**src/sv/assert_macros.svh**
```systemverilog
// ----------------------------------------------------------------------------
// assert_macros.svh
// Concurrent assertion macros shared by the register file RTL.
// ----------------------------------------------------------------------------
`ifndef ASSERT_MACROS_SVH
`define ASSERT_MACROS_SVH

`ifndef SYNTHESIS

// same-cycle implication, disabled during reset
`define ASSERT_SAME(label, clk, rst_n, ante, cons) \
    label: assert property (@(posedge clk) disable iff (!rst_n) (ante) |-> (cons)) \
        else $error("assertion failed");

// next-cycle implication, disabled during reset
`define ASSERT_NEXT(label, clk, rst_n, ante, cons) \
    label: assert property (@(posedge clk) disable iff (!rst_n) (ante) |=> (cons)) \
        else $error("assertion failed");

`else

`define ASSERT_SAME(label, clk, rst_n, ante, cons)
`define ASSERT_NEXT(label, clk, rst_n, ante, cons)

`endif

`endif

```
**src/sv/aurf_pkg.sv**
```systemverilog
// ----------------------------------------------------------------------------
// aurf_pkg
// Types and constants of the sound unit register file.
// ----------------------------------------------------------------------------
package aurf_pkg;

    localparam int WAVE_BYTES_DEFAULT = 16;

    typedef struct packed {
        logic [1:0]  kind;
        logic [15:0] address;
        logic [7:0]  write_data;
    } request_t;

    typedef struct packed {
        logic [7:0] read_data;
        logic       channel_one_active;
    } response_t;

    // transfer kinds
    localparam logic [1:0] KIND_READ  = 2'd0;
    localparam logic [1:0] KIND_WRITE = 2'd1;
    localparam logic [1:0] KIND_TICK  = 2'd2;

    // register map
    localparam logic [15:0] ADDR_SWEEP     = 16'hFF10;
    localparam logic [15:0] ADDR_CH1_DUTY  = 16'hFF11;
    localparam logic [15:0] ADDR_CH1_ENV   = 16'hFF12;
    localparam logic [15:0] ADDR_CH1_PLOW  = 16'hFF13;
    localparam logic [15:0] ADDR_CH1_CTRL  = 16'hFF14;
    localparam logic [15:0] ADDR_CH2_DUTY  = 16'hFF16;
    localparam logic [15:0] ADDR_CH2_ENV   = 16'hFF17;
    localparam logic [15:0] ADDR_CH2_PLOW  = 16'hFF18;
    localparam logic [15:0] ADDR_CH2_CTRL  = 16'hFF19;
    localparam logic [15:0] ADDR_CH3_EN    = 16'hFF1A;
    localparam logic [15:0] ADDR_CH3_LEN   = 16'hFF1B;
    localparam logic [15:0] ADDR_CH3_LEVEL = 16'hFF1C;
    localparam logic [15:0] ADDR_CH3_PLOW  = 16'hFF1D;
    localparam logic [15:0] ADDR_CH3_CTRL  = 16'hFF1E;
    localparam logic [15:0] ADDR_CH4_LEN   = 16'hFF20;
    localparam logic [15:0] ADDR_CH4_ENV   = 16'hFF21;
    localparam logic [15:0] ADDR_CH4_FREQ  = 16'hFF22;
    localparam logic [15:0] ADDR_CH4_CTRL  = 16'hFF23;
    localparam logic [15:0] ADDR_VOLUME    = 16'hFF24;
    localparam logic [15:0] ADDR_PANNING   = 16'hFF25;
    localparam logic [15:0] ADDR_POWER     = 16'hFF26;
    localparam logic [15:0] WAVE_BASE      = 16'hFF30;

    // read masks
    localparam logic [7:0] MASK_SWEEP = 8'h80;
    localparam logic [7:0] MASK_DUTY  = 8'h3F;
    localparam logic [7:0] MASK_CTRL  = 8'hBF;
    localparam logic [7:0] MASK_LEVEL = 8'h9F;
    localparam logic [7:0] MASK_CH3EN = 8'h7F;
    localparam logic [7:0] MASK_POWER = 8'h70;
    localparam logic [7:0] POWER_KEEP = 8'hF0;
    localparam logic [7:0] READ_NONE  = 8'hFF;

    // reset values
    localparam logic [7:0] VOLUME_RESET  = 8'h77;
    localparam logic [7:0] PANNING_RESET = 8'hF3;
    localparam logic [7:0] POWER_RESET   = 8'hF1;

    localparam logic [5:0] LEN_LAST   = 6'd63;
    localparam logic [3:0] PHASE_WRAP = 4'd8;

endpackage

```
**src/sv/audio_unit_register_file.sv**
```systemverilog
// ----------------------------------------------------------------------------
// audio_unit_register_file
// Register file of a four-channel sound unit: bus reads, bus writes, ticks.
// ----------------------------------------------------------------------------
// One transfer is taken in every cycle: busy is held low, so start alone
// accepts a transfer. The transfer is registered, then decoded and applied
// to the register state in the following cycle. Its result is loaded onto
// response and is shown with done high for exactly one cycle. The receiver
// cannot stall; every result must be taken in the cycle it appears.
// Throughput is one transfer per cycle.
module audio_unit_register_file #(
    parameter int WAVE_BYTES = aurf_pkg::WAVE_BYTES_DEFAULT
) (
    input  logic                clk,
    input  logic                rst_n,
    input  logic                start,
    output logic                busy,
    input  aurf_pkg::request_t  request,
    output logic                done,
    output aurf_pkg::response_t response
);

`include "assert_macros.svh"

    logic                req_valid_reg;
    aurf_pkg::request_t  req_reg;
    logic                done_reg;
    aurf_pkg::response_t response_reg;
    aurf_pkg::response_t rsp_next;

    assign busy     = 1'b0;
    assign done     = done_reg;
    assign response = response_reg;

    always_ff @(posedge clk or negedge rst_n)
    begin
        if (!rst_n)
        begin
            req_valid_reg <= 1'b0;
            done_reg      <= 1'b0;
        end
        else
        begin
            req_valid_reg <= start && !busy;
            done_reg      <= req_valid_reg;
        end
    end

    always_ff @(posedge clk)
    begin
        if (start && !busy)
        begin
            req_reg <= request;
        end
        if (req_valid_reg)
        begin
            response_reg <= rsp_next;
        end
    end

    aurf_core #(
        .WAVE_BYTES (WAVE_BYTES)
    ) u_core (
        .clk   (clk),
        .rst_n (rst_n),
        .en    (req_valid_reg),
        .req   (req_reg),
        .rsp   (rsp_next)
    );

    // every accepted transfer yields exactly one result
    `ASSERT_NEXT(a_done_after_item, clk, rst_n, req_valid_reg, done)
    `ASSERT_SAME(a_done_has_item, clk, rst_n, done, $past(req_valid_reg))
    // only reads return anything other than all ones
    `ASSERT_SAME(a_data_only_on_read, clk, rst_n,
                 done && (response.read_data != aurf_pkg::READ_NONE),
                 $past(req_reg.kind) == aurf_pkg::KIND_READ)

endmodule

```
**src/sv/aurf_core.sv**
```systemverilog
// ----------------------------------------------------------------------------
// aurf_core
// Register state, wave store and single-pass update for one transfer.
// ----------------------------------------------------------------------------
module aurf_core #(
    parameter int WAVE_BYTES = aurf_pkg::WAVE_BYTES_DEFAULT
) (
    input  logic                clk,
    input  logic                rst_n,
    input  logic                en,
    input  aurf_pkg::request_t  req,
    output aurf_pkg::response_t rsp
);

    localparam int IDX_W = (WAVE_BYTES > 1) ? $clog2(WAVE_BYTES) : 1;

    typedef struct packed {
        logic [7:0] sweep_setting;
        logic [7:0] ch1_duty_length;
        logic [7:0] ch1_envelope;
        logic [7:0] ch1_period_low;
        logic [7:0] ch1_control;
        logic [7:0] ch2_duty_length;
        logic [7:0] ch2_envelope;
        logic [7:0] ch2_period_low;
        logic [7:0] ch2_control;
        logic [7:0] ch3_enable;
        logic [7:0] ch3_length;
        logic [7:0] ch3_level;
        logic [7:0] ch3_period_low;
        logic [7:0] ch3_control;
        logic [7:0] ch4_length;
        logic [7:0] ch4_envelope;
        logic [7:0] ch4_frequency;
        logic [7:0] ch4_control;
        logic [7:0] master_volume;
        logic [7:0] panning;
        logic [7:0] power_control;
        logic [3:0] tick_phase;
    } regs_t;

    localparam regs_t REGS_RESET = '{
        master_volume: aurf_pkg::VOLUME_RESET,
        panning:       aurf_pkg::PANNING_RESET,
        power_control: aurf_pkg::POWER_RESET,
        default:       '0
    };

    regs_t            regs_reg;
    regs_t            regs_next;
    logic [7:0]       wave_reg [WAVE_BYTES];
    logic             wave_we;
    logic [15:0]      wave_offset;
    logic             wave_hit;
    logic [IDX_W-1:0] wave_idx;
    logic             powered;
    logic [7:0]       read_value;
    logic [7:0]       rd;
    logic [3:0]       phase;
    logic [5:0]       len;
    logic [7:0]       d;

    assign wave_offset = req.address - aurf_pkg::WAVE_BASE;
    assign wave_hit    = (req.address >= aurf_pkg::WAVE_BASE) &&
                         (wave_offset < 16'(WAVE_BYTES));
    assign wave_idx    = wave_offset[IDX_W-1:0];
    assign powered     = regs_reg.power_control[7];
    assign d           = req.write_data;

    // read mux
    always_comb
    begin
        unique case (req.address)
            aurf_pkg::ADDR_SWEEP:     read_value = regs_reg.sweep_setting | aurf_pkg::MASK_SWEEP;
            aurf_pkg::ADDR_CH1_DUTY:  read_value = regs_reg.ch1_duty_length | aurf_pkg::MASK_DUTY;
            aurf_pkg::ADDR_CH1_ENV:   read_value = regs_reg.ch1_envelope;
            aurf_pkg::ADDR_CH1_CTRL:  read_value = regs_reg.ch1_control | aurf_pkg::MASK_CTRL;
            aurf_pkg::ADDR_CH2_DUTY:  read_value = regs_reg.ch2_duty_length | aurf_pkg::MASK_DUTY;
            aurf_pkg::ADDR_CH2_ENV:   read_value = regs_reg.ch2_envelope;
            aurf_pkg::ADDR_CH2_CTRL:  read_value = regs_reg.ch2_control | aurf_pkg::MASK_CTRL;
            aurf_pkg::ADDR_CH3_EN:    read_value = regs_reg.ch3_enable | aurf_pkg::MASK_CH3EN;
            aurf_pkg::ADDR_CH3_LEVEL: read_value = regs_reg.ch3_level | aurf_pkg::MASK_LEVEL;
            aurf_pkg::ADDR_CH3_CTRL:  read_value = regs_reg.ch3_control | aurf_pkg::MASK_CTRL;
            aurf_pkg::ADDR_CH4_ENV:   read_value = regs_reg.ch4_envelope;
            aurf_pkg::ADDR_CH4_FREQ:  read_value = regs_reg.ch4_frequency;
            aurf_pkg::ADDR_CH4_CTRL:  read_value = regs_reg.ch4_control | aurf_pkg::MASK_CTRL;
            aurf_pkg::ADDR_VOLUME:    read_value = regs_reg.master_volume;
            aurf_pkg::ADDR_PANNING:   read_value = regs_reg.panning;
            aurf_pkg::ADDR_POWER:     read_value = (regs_reg.power_control & aurf_pkg::POWER_KEEP)
                                                   | aurf_pkg::MASK_POWER;
            default:                  read_value = wave_hit ? wave_reg[wave_idx]
                                                            : aurf_pkg::READ_NONE;
        endcase
    end

    always_comb
    begin
        regs_next = regs_reg;
        wave_we   = 1'b0;
        rd        = aurf_pkg::READ_NONE;
        phase     = regs_reg.tick_phase;
        len       = regs_reg.ch1_duty_length[5:0] + 6'd1;
        if (en)
        begin
            unique case (req.kind)
                aurf_pkg::KIND_READ:
                begin
                    rd = read_value;
                end
                aurf_pkg::KIND_WRITE:
                begin
                    unique case (req.address)
                        aurf_pkg::ADDR_SWEEP:     if (powered) regs_next.sweep_setting = d;
                        aurf_pkg::ADDR_CH1_DUTY:  regs_next.ch1_duty_length =
                                                      powered ? d : (d & aurf_pkg::MASK_DUTY);
                        aurf_pkg::ADDR_CH1_ENV:   if (powered) regs_next.ch1_envelope = d;
                        aurf_pkg::ADDR_CH1_PLOW:  if (powered) regs_next.ch1_period_low = d;
                        aurf_pkg::ADDR_CH1_CTRL:  if (powered) regs_next.ch1_control = d;
                        aurf_pkg::ADDR_CH2_DUTY:  regs_next.ch2_duty_length =
                                                      powered ? d : (d & aurf_pkg::MASK_DUTY);
                        aurf_pkg::ADDR_CH2_ENV:   if (powered) regs_next.ch2_envelope = d;
                        aurf_pkg::ADDR_CH2_PLOW:  if (powered) regs_next.ch2_period_low = d;
                        aurf_pkg::ADDR_CH2_CTRL:  if (powered) regs_next.ch2_control = d;
                        aurf_pkg::ADDR_CH3_EN:    if (powered) regs_next.ch3_enable = d;
                        aurf_pkg::ADDR_CH3_LEN:   regs_next.ch3_length = d;
                        aurf_pkg::ADDR_CH3_LEVEL: if (powered) regs_next.ch3_level = d;
                        aurf_pkg::ADDR_CH3_PLOW:  if (powered) regs_next.ch3_period_low = d;
                        aurf_pkg::ADDR_CH3_CTRL:  if (powered) regs_next.ch3_control = d;
                        aurf_pkg::ADDR_CH4_LEN:   regs_next.ch4_length = d;
                        aurf_pkg::ADDR_CH4_ENV:   if (powered) regs_next.ch4_envelope = d;
                        aurf_pkg::ADDR_CH4_FREQ:  if (powered) regs_next.ch4_frequency = d;
                        aurf_pkg::ADDR_CH4_CTRL:  if (powered) regs_next.ch4_control = d;
                        aurf_pkg::ADDR_VOLUME:    if (powered) regs_next.master_volume = d;
                        aurf_pkg::ADDR_PANNING:   if (powered) regs_next.panning = d;
                        aurf_pkg::ADDR_POWER:
                        begin
                            // power down clears all but lengths, tick phase and wave store
                            if (!d[7])
                            begin
                                regs_next = '0;
                                regs_next.ch1_duty_length =
                                    regs_reg.ch1_duty_length & aurf_pkg::MASK_DUTY;
                                regs_next.ch2_duty_length =
                                    regs_reg.ch2_duty_length & aurf_pkg::MASK_DUTY;
                                regs_next.ch3_length = regs_reg.ch3_length;
                                regs_next.ch4_length = regs_reg.ch4_length;
                                regs_next.tick_phase = regs_reg.tick_phase;
                            end
                            regs_next.power_control = d & aurf_pkg::POWER_KEEP;
                        end
                        default:                  wave_we = wave_hit;
                    endcase
                end
                aurf_pkg::KIND_TICK:
                begin
                    if (powered)
                    begin
                        phase = regs_reg.tick_phase + 4'd1;
                        if (!phase[0] && regs_reg.ch1_control[6])
                        begin
                            regs_next.ch1_duty_length =
                                {regs_reg.ch1_duty_length[7:6], len};
                            if (len == aurf_pkg::LEN_LAST)
                            begin
                                regs_next.power_control[0] = 1'b0;
                            end
                        end
                    end
                    if (phase == aurf_pkg::PHASE_WRAP)
                    begin
                        phase = '0;
                    end
                    regs_next.tick_phase = phase;
                end
                default:
                begin
                end
            endcase
        end
        rsp.read_data          = rd;
        rsp.channel_one_active = regs_next.power_control[0];
    end

    always_ff @(posedge clk or negedge rst_n)
    begin
        if (!rst_n)
        begin
            regs_reg <= REGS_RESET;
        end
        else
        begin
            regs_reg <= regs_next;
        end
    end

    always_ff @(posedge clk or negedge rst_n)
    begin
        if (!rst_n)
        begin
            for (int i = 0; i < WAVE_BYTES; i++)
            begin
                wave_reg[i] <= '0;
            end
        end
        else if (wave_we)
        begin
            wave_reg[wave_idx] <= d;
        end
    end

endmodule
```
**config.mk**
```make
export PLATFORM = sky130hd
export DESIGN_NAME = audio_unit_register_file
export DESIGN_NICKNAME = d
export VERILOG_FILES = /design/src/sv/aurf_pkg.sv /design/src/sv/audio_unit_register_file.sv /design/src/sv/aurf_core.sv
export VERILOG_INCLUDE_DIRS = /design/src /design/src/sv
export SDC_FILE = /design/constraint.sdc
export NUM_CORES = 1
export LEC_CHECK = 0
export BUFFER_PORTS_ARGS = -buffer_cell sky130_fd_sc_hd__buf_2
export CAP_MARGIN = 30
export CORE_UTILIZATION = 67
export DETAILED_ROUTE_END_ITERATION = 16
export GPL_ROUTABILITY_DRIVEN = 1
export PLACE_DENSITY = 0.95
export SETUP_SLACK_MARGIN = 0.05
export SYNTH_ARGS = -nofsm -noshare
export SYNTH_HDL_FRONTEND = slang
export SYNTH_SLANG_ARGS = --single-unit
export TNS_END_PERCENT = 50
```
**constraint.sdc**
```tcl
create_clock -name clk -period 4.8 [get_ports clk]
set_clock_uncertainty 0.1 [all_clocks]
set_input_delay 0.48 -clock clk [delete_from_list [all_inputs] [get_ports clk]]
set_output_delay 0.48 -clock clk [all_outputs]
set_load 0.01 [all_outputs]
```
Yosys cells after proc, flatten, opt, wreduce, memory -nomap -nowiden
Index checks and enable logic that the tools add are counted.

storage, ports and cells
  register bits after elaboration = 288
  bits of input ports = 29
  word-level logic and storage cells = 177

cells by class
  add/sub/neg operators = 3
  order comparisons = 4
  equality and inequality tests = 43
  multiplexer cells = 42
  bitwise logic cells = 3
  reduce and logical (&&, ||, !) cells = 40

operators by type and width
  kind                                                                   count
  16-bit == test, second input constant                                  21
  8-bit case mux with 2 select lines                                     16
  172-bit 2-to-1 mux                                                     1
  128-bit bitwise mux                                                    1
  8-bit case mux with 16 select lines                                    1
  5-bit AND reduction                                                    14
  8-bit 2-to-1 mux                                                       6
  8-bit binary-select mux with 4-bit select                              1
  8-bit demux with 4-bit select                                          1
  2-bit nonzero test                                                     16
  2-bit by 1-bit != test with 1-bit output, second input constant        15
  21-bit OR reduction                                                    1
  16-bit greater-or-equal comparator, second input constant              1
  16-bit by 5-bit < comparator with 1-bit output, second input constant  1
  4-bit 2-to-1 mux                                                       4
  16-bit subtractor, second input constant                               1
  12-bit 2-to-1 mux                                                      1
  6-bit 2-to-1 mux                                                       2
  5-bit case mux with 2 select lines                                     1
  6-bit by 1-bit adder with 6-bit output, second input constant          1
  6-bit == test, second input constant                                   1
  1-bit 2-to-1 mux                                                       6
  2-bit != test, second input constant                                   3
  3-bit AND reduction                                                    2
  14 further kinds                                                       17

Longest topological paths before layout
  word-level depth = 8
  gate-level depth with buffers = 9

By module
A second synthesis with hierarchy kept.

second synthesis, totals
  cell total of the unflattened synthesis = 839
  area, all modules = 11428.5 um2

modules (own cells, without submodules)
  module                    times used  cells each  area each (um2)  sequential area each (um2)
  aurf_core                 1           800         10316.1          5097.4
  audio_unit_register_file  1           39          1112.3           1101.1

Least setup slack after synthesis
OpenSTA, ideal clock, no wires.

  path type = register to register
  from = reg req_valid_reg
  to = reg u_core.wave_reg[48] (netlist bit)
  library setup time = 125 ps
  arrival time = 2226 ps
  required time = 4575 ps
  path slack = 2349 ps
  stages on the path, launching flop included = 9
  path buffers = 3
  path through = dfrtp_1 buf_2 and2_0 clkbuf_1 nand2_1 nor4_4 buf_2 nand3_1 mux2_2

on the way
  cells in the longest elaborated chain, start to end = 1

RTL lines
  item                             line                            source
  from (decl)                      audio_unit_register_file.sv:25  logic req_valid_reg;
  from (signal assigned)           audio_unit_register_file.sv:44  req_valid_reg <= start && !busy;
  1-bit 2-to-1 mux                 aurf_core.sv:103                if (en)
  to (signal, indexed assignment)  aurf_core.sv:202                wave_reg[i] <= '0;
  to (signal, indexed assignment)  aurf_core.sv:207                wave_reg[wave_idx] <= d;
  to (decl)                        aurf_core.sv:51                 logic [7:0] wave_reg [WAVE_BYTES];

Every way passes these cells.
A chain may end at the register's enable or synchronous reset.

Final worst setup path
  from = reg req_valid_reg
  to = reg u_core.wave_reg[33] (netlist bit)

Same word-level chain as after synthesis.

==> reports/results.ini <==
[drt]
via_per_inst = 7.28
vias = 8305
first_iter_violations = 1081
firstDrtPassIters = 7
route.met2.wl_um = 14600
drcViolationCount = 0
ant_nets = 0
top_layer = met4
wirelength_um = 30500
wl_met1_um = 11200
wire_per_inst_um = 26.7
met3WireLength_um = 2730

[place]
hpwl_um = 20200
portBuffers = 38
post_dp_cell_area_um2 = 11900
placed_cells = 1095
place.gp.congestion = 1.01

[logic_synthesis]
syn_inst = 879
yosys_warnings = 0
syn_nets = 914
synth.distinct_cells = 82
synth-edff-count = 35
avgSynthCellArea_um2 = 13.2
synth-seq-cells = 240
async_reset_ff_share_pct = 85.4
ys.flop_type = dfrtp_1
syn_area_um2 = 11600
yosysSeqAreaShare_pct = 53.6

[sta]
timing.fmax_ghz = 0.296
hold_ws_ps = 12.5
tightestPinTransition_ps = 1080
hold_violations = 0
setup_viol_count_final = 0
min_period_ps = 3380
period_share_pct = 70.4
slew_viol_final = 0
relSlewSlack_pct = 27.5
finalSetupTns_ps = 0
rsz0062_at_grt = no

[floorplan]
rows = 47
die_x_um = 133
die_height_um = 133
core_area_um2 = 16700
die_area_um2 = 17800
io_pins = 40
start_util_pct = 69.3

[clock_tree]
cts.path.max_buffers = 3
clk_pin_slew_worst_paths_ps = 60
cts.sinks = 240
clock-root-buffer = clkbuf_16
cts_buffers = 24
clock_latency_ps = 540
cts_resized = 0
cts_tree = built
cts_htree_levels = 1

[global_routing]
grt_pass1_vias = 8545
grt_overflow = 0
grt_antenna_before_repair = 0
grt_pass1_wl_um = 48300
grt_usage_pct = 35.9
grt_start_max_net_pins = 119

[setup_path]
cp.required_ps = 5120
cp-start-kind = register
ff2ff_setup_slack_ps = 1420
crit_family = simple AND/OR/NAND/NOR gates
worstPathArrival_ps = 3700
cp_slowest_cell = dfrtp_1
worstPathMaxFanout = 19
cp-end-kind = register
reg2reg_from = req_valid_reg$_DFF_PN0_
r2r_cells = 5
cp.buffers_inverters = 0
r2r_end = u_core.wave_reg[33]$_DFFE_PN0P_
crit_type = reg2reg
slowest_delay_ps = 760
path_cells = and2_0, nand2_1, nor4_4, nand4_1, mux2_2

[layout]
layout_commonest_cell = dfrtp_1
design_area_um2 = 12700
largest_reg_flops = 128
antenna_cells = 0
mostFrequentLayoutCells = 191 x dfrtp_1, 148 x mux2_2, 70 x o21ai_0, 56 x nand2_1, 37 x buf_2
nets = 938
area_growth_pct = 9.86
layout.cells.non_filler = 1141
final_util_pct = 76.1
drive_gt1_share_pct = 35.6

[pwr]
power_density_nw_per_um2 = 330
peakVddDrop_v = 0.000298
leakagePower_nw = 5.60

[status]
status = complete, no violations

[min_path]
min_path_type = in2reg
hold_path_startpoint = request[22]
min_to = req_reg[22]$_DFFE_PP_
holdPathStages = 1

[job]
maxCapViolCount = 0

## cells in the mapped netlist, types with 8 or more instances
cell type	n	area (um^2)
buf_2	14	70.1
nor2_1	16	60.1
a22oi_1	14	105
nand3_1	20	100
nand2_1	56	210
nand4_1	15	93.8
mux2_2	148	1670
mux4_2	33	743
inv_1	8	30.0
clkbuf_1	33	124
edfxtp_1	35	1050
and3_1	8	50.1
o21ai_0	70	350
o2bb2ai_1	8	70.1
a21oi_1	14	70.1
dfstp_2	14	368
mux2_4	15	225
dfrtp_1	191	4780
nor3_1	10	50.1
and2_1	10	62.6
## area by class of cell
type	count	area, um^2
Sequential cell	240	6200
Multi-Input combinational cell	573	5080
Tap cell	220	275
Clock inverter	9	68.8
Clock buffer	35	702
Timing Repair Buffer	56	357
Fill cell	994	3990
Inverter	8	30.0
## per-stage QoR
| step | power [mW] | setup WS, ps |
|---|---|---|
| 5_1_grt | 4.31 | 1250 |
| 6_report | 4.20 | 1420 |
| 2_1_floorplan | 2.30 | 2350 |
| 3_3_place_gp | 2.41 | 1630 |
| 4_1_cts | 4.21 | 1470 |
| 3_5_place_dp | 2.42 | 1520 |
## logic make-up (layout without fill, tap and decap cells)
group | after synthesis | after routing | synth area share [%]
other cells | 1 | 1 | 0.0324
compound gates | 171 | 171 | 9.91
xor+xnor | 2 | 2 | 0.151
flops | 240 | 240 | 53.6
simple gates | 196 | 196 | 10.3
fa+ha+maj | 6 | 6 | 0.649
mux | 197 | 197 | 22.9
buf+inv | 66 | 108 | 2.52
## how the worst max path moves through the flow
stage | slack, ps | endpoint | startpoint | cells past startpoint
detailed placement | 1520 | u_core.wave_reg[37]$_DFFE_PN0P_ | req_valid_reg$_DFF_PN0_ | 5
finish | 1420 | u_core.wave_reg[33]$_DFFE_PN0P_ | req_valid_reg$_DFF_PN0_ | 5
floorplan | 2350 | u_core.wave_reg[48]$_DFFE_PN0P_ | req_valid_reg$_DFF_PN0_ | 8
global route | 1250 | u_core.wave_reg[33]$_DFFE_PN0P_ | req_valid_reg$_DFF_PN0_ | 5
CTS | 1470 | u_core.wave_reg[33]$_DFFE_PN0P_ | req_valid_reg$_DFF_PN0_ | 5
global placement | 1630 | u_core.wave_reg[37]$_DFFE_PN0P_ | req_valid_reg$_DFF_PN0_ | 5
## metal layers
metal  track usage, %  up-vias
met5                0        -
met1             45.8     4170
li1                 -     3415
met4             19.1        0
met2             58.5      550
met3             7.08      170
## where the power goes
part           switching [mW]  internal [mW]
logic                   0.170         0.0725
clock network           0.783           1.02
registers              0.0585           2.09
total                    1.01           3.18
## repair_timing
item	in CTS	in global routing
hold endpoints to repair	10	0
setup buffers	0	0
hold buffers	1	0
Power figures use the tool's default switching activity.
